[config.mk]
export PLATFORM = sky130hd
export DESIGN_NAME = nic_descriptor_ring_manager
export DESIGN_NICKNAME = d
export VERILOG_FILES = /design/src/ndrm_pkg.sv /design/src/ndrm_ram.sv /design/src/nic_descriptor_ring_manager.sv
export SDC_FILE = /design/constraint.sdc
export NUM_CORES = 2
export LEC_CHECK = 0
export BUFFER_PORTS_ARGS = -buffer_cell sky130_fd_sc_hd__clkbuf_2
export CAP_MARGIN = 20
export CORE_UTILIZATION = 40
export CTS_CLUSTER_SIZE = 30
export DETAILED_ROUTE_END_ITERATION = 8
export PLACE_DENSITY = 0.57
export SETUP_SLACK_MARGIN = 0.3
export SYNTH_ARGS = -nofsm -noshare
export SYNTH_HDL_FRONTEND = slang
export SYNTH_HIERARCHICAL = 1
export SYNTH_SLANG_ARGS = --single-unit
[constraint.sdc]
create_clock -name clock -period 9 [get_ports clock]
set_input_delay 0.45 -clock clock [delete_from_list [all_inputs] [get_ports clock]]
set_output_delay 0.45 -clock clock [all_outputs]
set_load 0.01 [all_outputs]
[src/ndrm_pkg.sv]
`default_nettype none

package ndrm_pkg;

   // register map, in words
   typedef enum logic [0:0] {
      REG_TX_RING_LEN = 1'b0,
      REG_RX_RING_LEN = 1'b1
   } reg_index_type;

   // item kinds
   typedef enum logic [0:0] {
      KIND_SUBMIT = 1'b0,
      KIND_EVENT  = 1'b1
   } kind_type;

   // event reported for an interrupt beat
   typedef enum logic [2:0] {
      EV_NONE        = 3'd0,
      EV_TRANSMITTED = 3'd1,
      EV_RECEIVED    = 3'd2,
      EV_DROPPED     = 3'd3,
      EV_TX_ERROR    = 3'd4
   } event_type;

   // reason for a drop or a transmit error
   typedef enum logic [1:0] {
      RSN_RX_SMALL  = 2'd0,
      RSN_RING_FULL = 2'd1,
      RSN_BAD_DESC  = 2'd2,
      RSN_NET_ERR   = 2'd3
   } reason_type;

   // cause bit positions
   localparam int unsigned CAUSE_RX_DONE   = 0;
   localparam int unsigned CAUSE_TX_DONE   = 1;
   localparam int unsigned CAUSE_RX_SMALL  = 2;
   localparam int unsigned CAUSE_RING_FULL = 3;
   localparam int unsigned CAUSE_BAD_DESC  = 4;
   localparam int unsigned CAUSE_NET_ERR   = 5;

   localparam int unsigned ADDR_W  = 32;
   localparam int unsigned SIZE_W  = 16;
   localparam int unsigned LEN_W   = 16;
   localparam int unsigned CAUSE_W = 6;
   localparam int unsigned RLEN_W  = 5;
   localparam int unsigned RX_LEN_KEEP = 8;

endpackage

`default_nettype wire

[src/ndrm_ram.sv]
`default_nettype none

module ndrm_ram #(
   parameter int unsigned WIDTH = 8,
   parameter int unsigned DEPTH = 16
) (
   input  wire logic                     clock,
   input  wire logic                     wr_en,
   input  wire logic [$clog2(DEPTH)-1:0] wr_addr,
   input  wire logic [WIDTH-1:0]         wr_data,
   input  wire logic [$clog2(DEPTH)-1:0] rd_addr,
   output logic      [WIDTH-1:0]         rd_data
);

   logic [WIDTH-1:0] mem_ff [DEPTH];
   logic [WIDTH-1:0] rd_data_ff;

   // one write port, one registered read port
   always_ff @(posedge clock) begin
      if (wr_en) begin
         mem_ff[wr_addr] <= wr_data;
      end
      rd_data_ff <= mem_ff[rd_addr];
   end

   assign rd_data = rd_data_ff;

endmodule

`default_nettype wire

[src/nic_descriptor_ring_manager.sv]
// A beat passes the input register, then the result register, which holds
// its result until the result side takes it.
// Throughput: one beat per cycle unless the result side stalls; after a ring
// length write the input stalls while the pointer successors are re-derived.
// Reset: pointers clear to zero, both ring lengths return to 2; the
// descriptor store is not cleared.
`default_nettype none

module nic_descriptor_ring_manager
   import ndrm_pkg::*;
#(
   parameter int unsigned RING_DEPTH = 16,
   parameter int unsigned MTU        = 2048
) (
   input  wire logic         clock,
   input  wire logic         reset,
   // submit / interrupt beats
   input  wire logic         req_valid,
   output logic              req_stall,
   input  wire logic         req_kind,
   input  wire logic [31:0]  req_buf_addr,
   input  wire logic [15:0]  req_buf_size,
   input  wire logic [15:0]  req_pkt_length,
   input  wire logic [5:0]   req_cause,
   // result beats
   output logic              rsp_valid,
   input  wire logic         rsp_stall,
   output logic              rsp_status,
   output logic [2:0]        rsp_event_res,
   output logic [1:0]        rsp_reason,
   output logic [31:0]       rsp_out_addr,
   output logic [15:0]       rsp_out_size,
   output logic [15:0]       rsp_out_length,
   output logic [5:0]        rsp_ack_mask,
   // register port
   input  wire logic         csr_psel,
   input  wire logic         csr_penable,
   input  wire logic         csr_pwrite,
   input  wire logic [2:0]   csr_paddr,
   input  wire logic [31:0]  csr_pwdata,
   output logic [31:0]       csr_prdata,
   output logic              csr_pready
);

   localparam int unsigned PW    = $clog2(RING_DEPTH);
   localparam int unsigned LW    = PW + 1;
   localparam int unsigned CW    = (LW > RLEN_W) ? LW : RLEN_W;
   localparam int unsigned CNTW  = $clog2(LW + 1);
   localparam int unsigned DLEN_W = $clog2(MTU + 1);
   localparam int unsigned DESC_W = ADDR_W + SIZE_W + DLEN_W;
   localparam int unsigned NLANE = 3;
   localparam int unsigned LANE_HEAD = 0;
   localparam int unsigned LANE_TAIL = 1;
   localparam int unsigned LANE_RX   = 2;

   localparam logic [CW-1:0]    DEPTH_C = CW'(RING_DEPTH);
   localparam logic [CW-1:0]    MIN_C   = CW'(2);
   localparam logic [LEN_W-1:0] MTU_C   = LEN_W'(MTU);

   // registers
   logic [RLEN_W-1:0] tx_ring_len_ff, tx_ring_len_in;
   logic [RLEN_W-1:0] rx_ring_len_ff, rx_ring_len_in;

   logic [PW-1:0]   ptr_ff [NLANE];
   logic [PW-1:0]   ptr_in [NLANE];
   logic [PW-1:0]   nx_ff  [NLANE];
   logic [PW-1:0]   nx_in  [NLANE];

   logic [LW-1:0]   red_div_ff [NLANE];
   logic [LW-1:0]   red_div_in [NLANE];
   logic [LW-1:0]   red_rem_ff [NLANE];
   logic [LW-1:0]   red_rem_in [NLANE];
   logic [CNTW-1:0] red_cnt_ff, red_cnt_in;

   logic               s1_valid_ff, s1_valid_in;
   logic               s1_kind_ff;
   logic [ADDR_W-1:0]  s1_addr_ff;
   logic [SIZE_W-1:0]  s1_size_ff;
   logic [LEN_W-1:0]   s1_len_ff;
   logic [CAUSE_W-1:0] s1_cause_ff;

   logic               rsp_valid_ff, rsp_valid_in;
   logic               rsp_status_ff, rsp_status_in;
   logic [2:0]         rsp_event_ff, rsp_event_in;
   logic [1:0]         rsp_reason_ff, rsp_reason_in;
   logic [ADDR_W-1:0]  rsp_addr_ff, rsp_addr_in;
   logic [SIZE_W-1:0]  rsp_size_ff, rsp_size_in;
   logic [LEN_W-1:0]   rsp_length_ff, rsp_length_in;
   logic [CAUSE_W-1:0] rsp_ack_ff, rsp_ack_in;

   logic               byp_hit_ff, byp_hit_in;
   logic [DESC_W-1:0]  byp_data_ff;

   // combinational
   logic              csr_wr;
   logic [CW-1:0]     tx_reg_w, rx_reg_w, txl_w, rxl_w;
   logic [LW-1:0]     lane_len [NLANE];
   logic              busy, advance, accept;
   logic              reject_basic, ring_full, submit_ok;
   logic              tx_evt, rx_evt;
   logic [PW-1:0]     rd_addr;
   logic [DESC_W-1:0] wr_data, ram_data, desc;
   logic [ADDR_W-1:0] desc_addr;
   logic [SIZE_W-1:0] desc_size;
   logic [DLEN_W-1:0] desc_len;
   logic [LW:0]       red_try [NLANE];
   logic [LW:0]       red_sub [NLANE];

   // register port
   assign csr_wr     = csr_psel && csr_penable && csr_pwrite && csr_pready;
   assign csr_pready = 1'b1;

   always_comb begin
      tx_ring_len_in = tx_ring_len_ff;
      rx_ring_len_in = rx_ring_len_ff;
      if (csr_wr) begin
         case (reg_index_type'(csr_paddr[2]))
            REG_TX_RING_LEN: tx_ring_len_in = csr_pwdata[RLEN_W-1:0];
            REG_RX_RING_LEN: rx_ring_len_in = csr_pwdata[RLEN_W-1:0];
            default:         tx_ring_len_in = tx_ring_len_ff;
         endcase
      end
   end

   always_comb begin
      case (reg_index_type'(csr_paddr[2]))
         REG_TX_RING_LEN: csr_prdata = 32'(tx_ring_len_ff);
         REG_RX_RING_LEN: csr_prdata = 32'(rx_ring_len_ff);
         default:         csr_prdata = '0;
      endcase
   end

   // ring lengths in use, saturated to 2 .. RING_DEPTH
   assign tx_reg_w = CW'(tx_ring_len_ff);
   assign rx_reg_w = CW'(rx_ring_len_ff);
   assign txl_w = (tx_reg_w < MIN_C) ? MIN_C : ((tx_reg_w > DEPTH_C) ? DEPTH_C : tx_reg_w);
   assign rxl_w = (rx_reg_w < MIN_C) ? MIN_C : ((rx_reg_w > DEPTH_C) ? DEPTH_C : rx_reg_w);
   assign lane_len[LANE_HEAD] = txl_w[LW-1:0];
   assign lane_len[LANE_TAIL] = txl_w[LW-1:0];
   assign lane_len[LANE_RX]   = rxl_w[LW-1:0];

   // handshake
   assign busy      = (red_cnt_ff != '0);
   assign advance   = s1_valid_ff && (!rsp_valid_ff || !rsp_stall);
   assign req_stall = busy || (s1_valid_ff && !advance);
   assign accept    = req_valid && !req_stall;

   // descriptor seen at the tail, with write bypass
   assign ram_data  = byp_hit_ff ? byp_data_ff : desc;
   assign desc_addr = ram_data[DESC_W-1 -: ADDR_W];
   assign desc_size = ram_data[DLEN_W +: SIZE_W];
   assign desc_len  = ram_data[DLEN_W-1:0];

   // submit checks
   assign reject_basic = (s1_addr_ff == '0) || (s1_len_ff > MTU_C) ||
                         (s1_size_ff < s1_len_ff);
   assign ring_full = (nx_ff[LANE_HEAD] == ptr_ff[LANE_TAIL]);
   assign submit_ok = (s1_kind_ff == KIND_SUBMIT) && !reject_basic &&
                      (s1_len_ff != '0) && !ring_full;
   assign tx_evt = (s1_kind_ff == KIND_EVENT) &&
                   (s1_cause_ff[CAUSE_TX_DONE] ||
                    (!s1_cause_ff[CAUSE_RX_DONE] && !s1_cause_ff[CAUSE_RX_SMALL] &&
                     !s1_cause_ff[CAUSE_RING_FULL] &&
                     (s1_cause_ff[CAUSE_BAD_DESC] || s1_cause_ff[CAUSE_NET_ERR])));
   assign rx_evt = (s1_kind_ff == KIND_EVENT) && !s1_cause_ff[CAUSE_TX_DONE] &&
                   s1_cause_ff[CAUSE_RX_DONE];

   assign wr_data = {s1_addr_ff, s1_size_ff, s1_len_ff[DLEN_W-1:0]};
   assign rd_addr = ptr_in[LANE_TAIL];
   assign byp_hit_in = advance && submit_ok && (ptr_ff[LANE_HEAD] == rd_addr);

   // pointers, their wrap successors and the successor rebuild after a write
   always_comb begin
      for (int k = 0; k < NLANE; k++) begin
         ptr_in[k]     = ptr_ff[k];
         nx_in[k]      = nx_ff[k];
         red_div_in[k] = red_div_ff[k];
         red_rem_in[k] = red_rem_ff[k];
         red_try[k]    = {red_rem_ff[k], red_div_ff[k][LW-1]};
         red_sub[k]    = red_try[k] - {1'b0, lane_len[k]};
      end
      red_cnt_in = red_cnt_ff;

      if (csr_wr) begin
         // restart the successor rebuild: nx = (ptr + 1) mod len
         red_cnt_in = CNTW'(LW);
         for (int k = 0; k < NLANE; k++) begin
            red_div_in[k] = LW'({1'b0, ptr_ff[k]}) + LW'(1);
            red_rem_in[k] = '0;
         end
      end else if (busy) begin
         // one restoring step per cycle
         red_cnt_in = red_cnt_ff - CNTW'(1);
         for (int k = 0; k < NLANE; k++) begin
            red_div_in[k] = {red_div_ff[k][LW-2:0], 1'b0};
            if (red_try[k] >= {1'b0, lane_len[k]}) begin
               red_rem_in[k] = red_sub[k][LW-1:0];
            end else begin
               red_rem_in[k] = red_try[k][LW-1:0];
            end
            if (red_cnt_ff == CNTW'(1)) begin
               nx_in[k] = red_rem_in[k][PW-1:0];
            end
         end
      end else if (advance) begin
         if (submit_ok) begin
            ptr_in[LANE_HEAD] = nx_ff[LANE_HEAD];
            nx_in[LANE_HEAD]  = (LW'({1'b0, nx_ff[LANE_HEAD]}) + LW'(1) == lane_len[LANE_HEAD])
                                ? '0 : nx_ff[LANE_HEAD] + PW'(1);
         end
         if (tx_evt) begin
            ptr_in[LANE_TAIL] = nx_ff[LANE_TAIL];
            nx_in[LANE_TAIL]  = (LW'({1'b0, nx_ff[LANE_TAIL]}) + LW'(1) == lane_len[LANE_TAIL])
                                ? '0 : nx_ff[LANE_TAIL] + PW'(1);
         end
         if (rx_evt) begin
            ptr_in[LANE_RX] = nx_ff[LANE_RX];
            nx_in[LANE_RX]  = (LW'({1'b0, nx_ff[LANE_RX]}) + LW'(1) == lane_len[LANE_RX])
                              ? '0 : nx_ff[LANE_RX] + PW'(1);
         end
      end
   end

   // result of the beat in the input register
   always_comb begin
      rsp_status_in = 1'b0;
      rsp_event_in  = EV_NONE;
      rsp_reason_in = RSN_RX_SMALL;
      rsp_addr_in   = '0;
      rsp_size_in   = '0;
      rsp_length_in = '0;
      rsp_ack_in    = '0;
      if (s1_kind_ff == KIND_SUBMIT) begin
         rsp_status_in = reject_basic || ((s1_len_ff != '0) && ring_full);
      end else if (s1_cause_ff[CAUSE_TX_DONE]) begin
         rsp_event_in = EV_TRANSMITTED;
         rsp_ack_in[CAUSE_TX_DONE] = 1'b1;
         rsp_addr_in  = desc_addr;
         rsp_size_in  = desc_size;
      end else if (s1_cause_ff[CAUSE_RX_DONE]) begin
         rsp_event_in  = EV_RECEIVED;
         rsp_ack_in[CAUSE_RX_DONE] = 1'b1;
         rsp_addr_in   = s1_addr_ff;
         rsp_size_in   = s1_size_ff;
         rsp_length_in = LEN_W'(s1_len_ff[RX_LEN_KEEP-1:0]);
      end else if (s1_cause_ff[CAUSE_RX_SMALL]) begin
         rsp_event_in  = EV_DROPPED;
         rsp_reason_in = RSN_RX_SMALL;
         rsp_ack_in[CAUSE_RX_SMALL] = 1'b1;
      end else if (s1_cause_ff[CAUSE_RING_FULL]) begin
         rsp_event_in  = EV_DROPPED;
         rsp_reason_in = RSN_RING_FULL;
         rsp_ack_in[CAUSE_RING_FULL] = 1'b1;
      end else if (s1_cause_ff[CAUSE_BAD_DESC] || s1_cause_ff[CAUSE_NET_ERR]) begin
         rsp_event_in  = EV_TX_ERROR;
         if (s1_cause_ff[CAUSE_BAD_DESC]) begin
            rsp_reason_in = RSN_BAD_DESC;
            rsp_ack_in[CAUSE_BAD_DESC] = 1'b1;
         end else begin
            rsp_reason_in = RSN_NET_ERR;
            rsp_ack_in[CAUSE_NET_ERR] = 1'b1;
         end
         rsp_addr_in   = desc_addr;
         rsp_size_in   = desc_size;
         rsp_length_in = LEN_W'(desc_len);
      end
   end

   // stage valids
   always_comb begin
      s1_valid_in = s1_valid_ff;
      if (accept) begin
         s1_valid_in = 1'b1;
      end else if (advance) begin
         s1_valid_in = 1'b0;
      end
      rsp_valid_in = rsp_valid_ff;
      if (advance) begin
         rsp_valid_in = 1'b1;
      end else if (!rsp_stall) begin
         rsp_valid_in = 1'b0;
      end
   end

   // control state
   always_ff @(posedge clock) begin
      if (reset) begin
         tx_ring_len_ff <= RLEN_W'(2);
         rx_ring_len_ff <= RLEN_W'(2);
         red_cnt_ff     <= '0;
         s1_valid_ff    <= 1'b0;
         rsp_valid_ff   <= 1'b0;
         byp_hit_ff     <= 1'b0;
         for (int k = 0; k < NLANE; k++) begin
            ptr_ff[k] <= '0;
            nx_ff[k]  <= PW'(1);
         end
      end else begin
         tx_ring_len_ff <= tx_ring_len_in;
         rx_ring_len_ff <= rx_ring_len_in;
         red_cnt_ff     <= red_cnt_in;
         s1_valid_ff    <= s1_valid_in;
         rsp_valid_ff   <= rsp_valid_in;
         byp_hit_ff     <= byp_hit_in;
         for (int k = 0; k < NLANE; k++) begin
            ptr_ff[k] <= ptr_in[k];
            nx_ff[k]  <= nx_in[k];
         end
      end
   end

   // payload
   always_ff @(posedge clock) begin
      for (int k = 0; k < NLANE; k++) begin
         red_div_ff[k] <= red_div_in[k];
         red_rem_ff[k] <= red_rem_in[k];
      end
      byp_data_ff <= wr_data;
      if (accept) begin
         s1_kind_ff  <= req_kind;
         s1_addr_ff  <= req_buf_addr;
         s1_size_ff  <= req_buf_size;
         s1_len_ff   <= req_pkt_length;
         s1_cause_ff <= req_cause;
      end
      if (advance) begin
         rsp_status_ff <= rsp_status_in;
         rsp_event_ff  <= rsp_event_in;
         rsp_reason_ff <= rsp_reason_in;
         rsp_addr_ff   <= rsp_addr_in;
         rsp_size_ff   <= rsp_size_in;
         rsp_length_ff <= rsp_length_in;
         rsp_ack_ff    <= rsp_ack_in;
      end
   end

   // transmit descriptor store
   ndrm_ram #(
      .WIDTH (DESC_W),
      .DEPTH (RING_DEPTH)
   ) u_desc_ram (
      .clock   (clock),
      .wr_en   (advance && submit_ok),
      .wr_addr (ptr_ff[LANE_HEAD]),
      .wr_data (wr_data),
      .rd_addr (rd_addr),
      .rd_data (desc)
   );

   assign rsp_valid      = rsp_valid_ff;
   assign rsp_status     = rsp_status_ff;
   assign rsp_event_res  = rsp_event_ff;
   assign rsp_reason     = rsp_reason_ff;
   assign rsp_out_addr   = rsp_addr_ff;
   assign rsp_out_size   = rsp_size_ff;
   assign rsp_out_length = rsp_length_ff;
   assign rsp_ack_mask   = rsp_ack_ff;

endmodule

`default_nettype wire

# Word-level counts from Yosys, hierarchy flattened
# Memory sizes are Yosys's and may differ from the RTL's. A register that Yosys moved wholly into a read port is not among the register bits.
# Cells that the tools add are included.
# op_classes
n_mux,76
n_reduce_logical,47
n_bitwise,9
n_eq_ne,7
magnitude_cmp,9
n_addsub,13
# ops
op,n
$mux 32,5
$mux 16,5
$mux 12,6
$mux 4,18
$pmux 32 s2,1
$mux 15,4
$mux 60,1
$mux 5,7
$logic_not 32->1,1
$mux 8,4
$add 4x1->5 const B,6
$mux 1,19
$ge 6x5->1,3
$logic_and 1x1->1,17
$gt 16x12->1 const B,1
$lt 16x16->1,1
$reduce_bool 16->1,1
$eq 5x5->1,3
$sub 5x5->5,3
$add 4x1->4 const B,3
$gt 5x5->1 const B,2
$logic_not 1->1,10
$lt 5x2->1 const B,2
$mux 3,3
16 further kinds,35
# word_totals
wordCells,195
output_inout_bits,111
register_bits,223
input_bits,113
mem_bits_rw,1014
memories,5
# memory_table
name,words,word_bits,rd,rd_ports_with_merged_regs,write_ports,line_no,rtl
u_desc_ram.mem_ff,16,60,1,1,1,ndrm_ram.sv:15,logic [WIDTH-1:0] mem_ff [DEPTH];
red_div_ff,3,5,3,0,3,nic_descriptor_ring_manager.sv:69,logic [LW-1:0] red_div_ff [NLANE];
red_rem_ff,3,5,3,0,3,nic_descriptor_ring_manager.sv:71,logic [LW-1:0] red_rem_ff [NLANE];
nx_ff,3,4,3,0,3,nic_descriptor_ring_manager.sv:66,logic [PW-1:0] nx_ff [NLANE];
ptr_ff,3,4,3,0,3,nic_descriptor_ring_manager.sv:64,logic [PW-1:0] ptr_ff [NLANE];

# Logic depth before layout (Yosys ltp)
# depth
word_depth,13
mapped_depth,16
ltp_nobuf,11

# By module
# The synthesis kept the hierarchy.
# modules_own_cells
module,cells_per_inst,area_each_um2,instances,seq_area_each_um2
ndrm_ram,1548,37108.1,1,30028.8
nic_descriptor_ring_manager,899,10684.0,1,6636.4

# Worst setup path after synthesis
# No wires, ideal clock.
# synth_timing
path_type,register -> register
startpoint,reg s1_len_ff[11]
endpoint,"mem u_desc_ram/mem_ff[0][0] (netlist bit), enable pin"
required_time_ps,8448
arrival_time_ps,6480
stages_incl_launch_ff,10
setup_slack_ps,1969
synth_period_minus_slack_ps,7031
path_buffers,0
setup_ps,552
cell_sequence,edfxtp_1 inv_1 ha_1 nand4_1 a2111oi_0 or4_1 nand3_1 inv_2 or3b_2 nor3_1
# synth_between
elab_chain_cells,10
word_cells_on_any_way,12
cone_classes,order compare (2); mux (2); reduce/logical (8)
# synth_lines
element,line_no,rtl
from (decl),nic_descriptor_ring_manager.sv:79,logic [LEN_W-1:0] s1_len_ff;
from (signal assigned),nic_descriptor_ring_manager.sv:323,s1_len_ff <= req_pkt_length;
$gt 16x12->1,nic_descriptor_ring_manager.sv:155,assign reject_basic = (s1_addr_ff == '0) || (s1_len_ff > MTU_C) ||
$logic_or 1x1->1 (2 in series),nic_descriptor_ring_manager.sv:155,
$logic_not 1->1,nic_descriptor_ring_manager.sv:158,assign submit_ok = (s1_kind_ff == KIND_SUBMIT) && !reject_basic &&
$logic_and 1x1->1,nic_descriptor_ring_manager.sv:158,
$logic_and 1x1->1 (*),nic_descriptor_ring_manager.sv:158,
$logic_and 1x1->1 (*),nic_descriptor_ring_manager.sv:159,(s1_len_ff != '0) && !ring_full;
$logic_and 1x1->1 (*),nic_descriptor_ring_manager.sv:343,".wr_en (advance && submit_ok),"
$mux 1 (*),ndrm_ram.sv:20,if (wr_en) begin
$mux 1 (implied by the code) (*),ndrm_ram.sv:21,mem_ff[wr_addr] <= wr_data;
to (decl),ndrm_ram.sv:15,
# Mark *: on every way between the ends. The rest lies on a longest branch, timed or not.

# Worst setup path after layout
# layout_timing
startpoint,reg s1_size_ff[15]
endpoint,"mem u_desc_ram/mem_ff[14][33] (netlist bit), enable pin"
# layout_between
elab_chain_cells,9
# layout_lines
element,line_no,rtl
from (decl),nic_descriptor_ring_manager.sv:78,logic [SIZE_W-1:0] s1_size_ff;
from (signal assigned),nic_descriptor_ring_manager.sv:322,s1_size_ff <= req_buf_size;
$lt 16x16->1,nic_descriptor_ring_manager.sv:156,(s1_size_ff < s1_len_ff);
$logic_or 1x1->1,nic_descriptor_ring_manager.sv:155,
$logic_not 1->1,nic_descriptor_ring_manager.sv:158,
$logic_and 1x1->1 (2 in series),nic_descriptor_ring_manager.sv:158,
$logic_and 1x1->1,nic_descriptor_ring_manager.sv:159,
$logic_and 1x1->1,nic_descriptor_ring_manager.sv:343,
$mux 1,ndrm_ram.sv:20,
$mux 1 (implied by the code),ndrm_ram.sv:21,
# No other way between the ends.

==> PnR_summary.wiki <==
{| class="wikitable"
! Metric !! Value
|-
| Count of boundary I/O pins || 224
|-
| Wire length of the first global-routing pass || approximately 170 mm
|-
| Sort of element at the end of the critical path || register
|-
| Number of filler cells placed in the layout || 9785
|-
| Clock Tree Root || clkbuf_16
|-
| Fmax || 0.192 GHz
|-
| Proportion of register bits with asynchronous set or reset after synthesis || 0%
|-
| Power Density || 257 nW/um2
|-
| Clock period minus worst slack || just over 5 ns
|-
| Most frequent standard cell in the layout excluding fill and tap cells || edfxtp_1
|-
| Post-CTS Setup Bufs || 0
|-
| Hold WC Path Type || input pin to register
|-
| Global route overflow || 0
|-
| Via density per instance || 5.44
|-
| Die area || about 120000 um2
|-
| Worst R2R Path Depth || 11
|-
| Layout Area Growth over Synthesis || 16.8%
|-
| Origin of the critical flop-to-flop path || s1_size_ff[15]$_DFFE_PP_
|-
| Gate count of the mapped netlist || 2447
|-
| Largest fanout of any net on the critical path || 31
|-
| Global-route usage over all layers || 18.8%
|-
| DR WL met3 || 5.86 mm
|-
| CP Launch Type || register
|-
| 1st-pass router iterations || 5
|-
| Reg-to-reg endpoint || u_desc_ram/mem_ff[14][33]$_DFFE_PP_
|-
| Leakage power || 18.1 nW
|-
| Worst setup path startpoint || s1_size_ff[15]$_DFFE_PP_
|-
| Clock insertion delay at the later pin of the skew report || 0.75 ns
|-
| Area share of the largest cell type after synthesis || 69.9%
|-
| Setup repair after global routing missed its margin || false
|-
| Initial standard-cell utilization of the core || 40.4%
|-
| Clock edge transition at the registers on the reported setup and hold paths || ~0.060 ns
|-
| Final weighted congestion of routability-driven global placement || 0.775
|-
| Count of synthesis-stage warnings from yosys || 6
|-
| Remaining design rule violation count || 0
|-
| Per-instance average area after synthesis || between 15 and 20 um2
|-
| Pin count of the biggest net entering global routing || 135
|-
| Die boundary height || 348 um
|-
| Most used cells in the layout excluding fill and tap cells || 1113 x edfxtp_1, 240 x mux4_2, 162 x clkbuf_2
|-
| Detailed-routing wirelength on met1 || 48.7 mm
|-
| Detailed Place HPWL || 59.3 mm
|-
| Setup slack of the most critical reg-to-reg path || between 3 and 4 ns
|-
| Layout cell share with drive strength beyond 1 || between 20 and 25%
|-
| Fraction of the yosys area taken by sequential cells || 76.7%
|-
| Highest routing layer actually used || met4
|-
| Final core utilization || 47.2%
|-
| Antenna violations before repair || 2
|-
| Worst setup skew after layout || 0.0245 ns
|-
| Post-synth EDFFs || 1113
|-
| Post-Route WL || 112 mm
|-
| Worst endpoint data arrival time || approximately 5.6 ns
|-
| Total number of H-tree levels || 4
|-
| CTS tree || yes
|-
| # port buffers || 162
|-
| Slew Viols, Final || 0
|-
| DR WL met2 || 55.4 mm
|-
| Final worst hold slack || around 0.07 ns
|-
| Count of maximum capacitance violations || 0
|-
| Routed wire per std cell || 25.4 um
|-
| Number of hold buffers added after cts || 77
|-
| Number of distinct library cell variants in the gate-level netlist after synthesis || 67
|-
| CTS Sinks || between 1000 and 1500
|-
| Standard-cell rows || ~130
|-
| Sum Neg Setup Slack || 0 ns
|-
| Crit path required time || 9.38 ns
|-
| Worst-margin pin slew || ~1.1 ns
|-
| Number of buffers inserted during clock tree synthesis || 137
|-
| Relative slew margins || 26.1%
|-
| Placeable core area || 118000 um2
|-
| Largest cells by area after synthesis || edfxtp_1 70%, mux4_2 11%, dfxtp_1 6.8%
|-
| Flop and latch count out of synthesis || 1275
|-
| Vias || 24022
|-
| Final net count || 2908
|-
| Max VDD drop || 0.197 mV
|-
| Final setup violation count || 0
|-
| Library cell occupying the most area in the post-synthesis netlist || edfxtp_1
|-
| Kind of critical path || register to register
|-
| Destination of the critical timing path || u_desc_ram/mem_ff[14][33]$_DFFE_PP_
|-
| Width of the chip || 348 um
|-
| Number of routed nets with antenna violations || 0
|-
| Number of violations reported at the end of detailed-routing iteration 0 || roughly 2000
|-
| Mapped Area || 47800 um2
|-
| Status || finished, final reports clean
|-
| Number of gates given a new drive strength after cts || 0
|-
| Via count of the first global-routing pass || 25449
|-
| Clock Path Buffers || 3
|-
| Final count of hold timing violations || 0
|-
| Most used flip-flop cell after synthesis || edfxtp_1
|-
| Final period utilization || 57.7%
|}
==> registers in the layout (all words and copies together), names as in the netlist, 2 cells and up <==
register and count:
byp_data_ff 60, nx_ff 8, ptr_ff 8, red_cnt_ff 3, red_div_ff 10, red_rem_ff 10
rsp_ack_mask 6, rsp_event_res 3, rsp_out_addr 32, rsp_out_length 12, rsp_out_size 16, rsp_reason 2
rx_reg_w 5, s1_addr_ff 32, s1_cause_ff 6, s1_len_ff 16, s1_size_ff 16, tx_reg_w 5
u_desc_ram/mem_ff 960, u_desc_ram/rd_data 60
==> cells by family after synthesis <==
| logic type | share of synthesized area [%] |
|---|---|
| adders and majority gates | 0.977 |
| DFF | 76.7 |
| AOI/OAI and AO/OA | 4.00 |
| other | 0.0157 |
| and+or+nand+nor | 2.86 |
| buffers and inverters | 2.06 |
| xor gates and xnor gates | 0.550 |
| muxes | 12.8 |
==> area by class of cell <==
class / instances / area (um2) / share of cell area (%)
sequential: 1275 / 36700 / 65.7
multi-input combinational: 1006 / 10400 / 18.6
clock buffer: 186 / 3670 / 6.58
timing repair buffer: 297 / 2030 / 3.64
tap: 1536 / 1920 / 3.44
clock inverter: 69 / 921 / 1.65
inverter: 46 / 195 / 0.350
antenna: 1 / 2.50 / 0.00448
==> worst max-delay path, cell delays in order, from the launching register on <==
cell      delay [ns]
edfxtp_1        0.68
ha_1            0.46
nand2_1         0.06
o21ai_0         0.53
a41oi_1         0.23
nor3_1          0.32
nand3_1         0.23
inv_2           0.19
nand3_1         0.31
nor2_4          0.55
buf_4           0.67
buf_4           0.53
==> how the worst min path moves through the flow <==
stage	startpoint	end	cells past startpoint
finish	req_valid	s1_valid_ff$_SDFFE_PP0P_	3
floorplan	red_rem_ff[0][9]$_SDFFE_PP0N_	red_rem_ff[0][9]$_SDFFE_PP0N_	2
CTS	req_valid	s1_valid_ff$_SDFFE_PP0P_	3
global placement	rx_reg_w[2]$_SDFFE_PP0P_	rx_reg_w[2]$_SDFFE_PP0P_	2
detailed placement	red_rem_ff[0][9]$_SDFFE_PP0N_	red_rem_ff[0][9]$_SDFFE_PP0N_	2
global route	req_valid	s1_valid_ff$_SDFFE_PP0P_	3
==> synth_stat cells (3+ instances only) <==
cell type and n:
nand3_1 27, a31oi_1 3, nor3_1 10, xor2_1 10, o21ai_0 82, buf_4 35, a211oi_1 5, and2_1 6
nor3b_1 4, nand4_1 8, nand2_1 158, nand2b_1 9, a21oi_1 41, o21ai_1 10, buf_6 11, mux2_2 4
mux2i_1 67, mux4_2 240, clkbuf_1 58, o211ai_1 4, a21o_1 3, ha_1 30, xnor2_1 20, inv_1 44
nand3b_1 3, nor2b_1 3, o21a_1 5, and3_1 3, buf_2 24, a22oi_1 120, maj3_1 4, nor2_1 47
dfxtp_1 162, a2111oi_0 3, edfxtp_1 1113, buf_1 22, nor4_1 13
==> power breakdown <==
| group | switching, mW | internal [mW] |
|---|---|---|
| registers | 0.355 | 6.98 |
| logic | 0.786 | 0.503 |
| clock network | 2.30 | 3.41 |
==> metal layers <==
metal	vias to the layer above	GRT usage (%)
li1	10436	-
met1	12647	25.6
met2	760	31.2
met3	179	2.89
met4	0	5.52
met5	-	0
==> through the flow <==
stage | power [mW] | instance area (um2) | instances | worst slack (ns)
after floorplan | 8.20 | 47900 | 2477 | 1.97
after CTS | 14.5 | 55800 | 4414 | 3.47
after global routing | 14.9 | 55800 | 4415 | 3.51
after detailed placement | 8.74 | 50400 | 4082 | 3.50
final | 14.3 | 55800 | 4416 | 3.80
after global placement | 8.66 | 50400 | 4082 | 3.56
No activity file was read; power rests on OpenSTA's default activity.
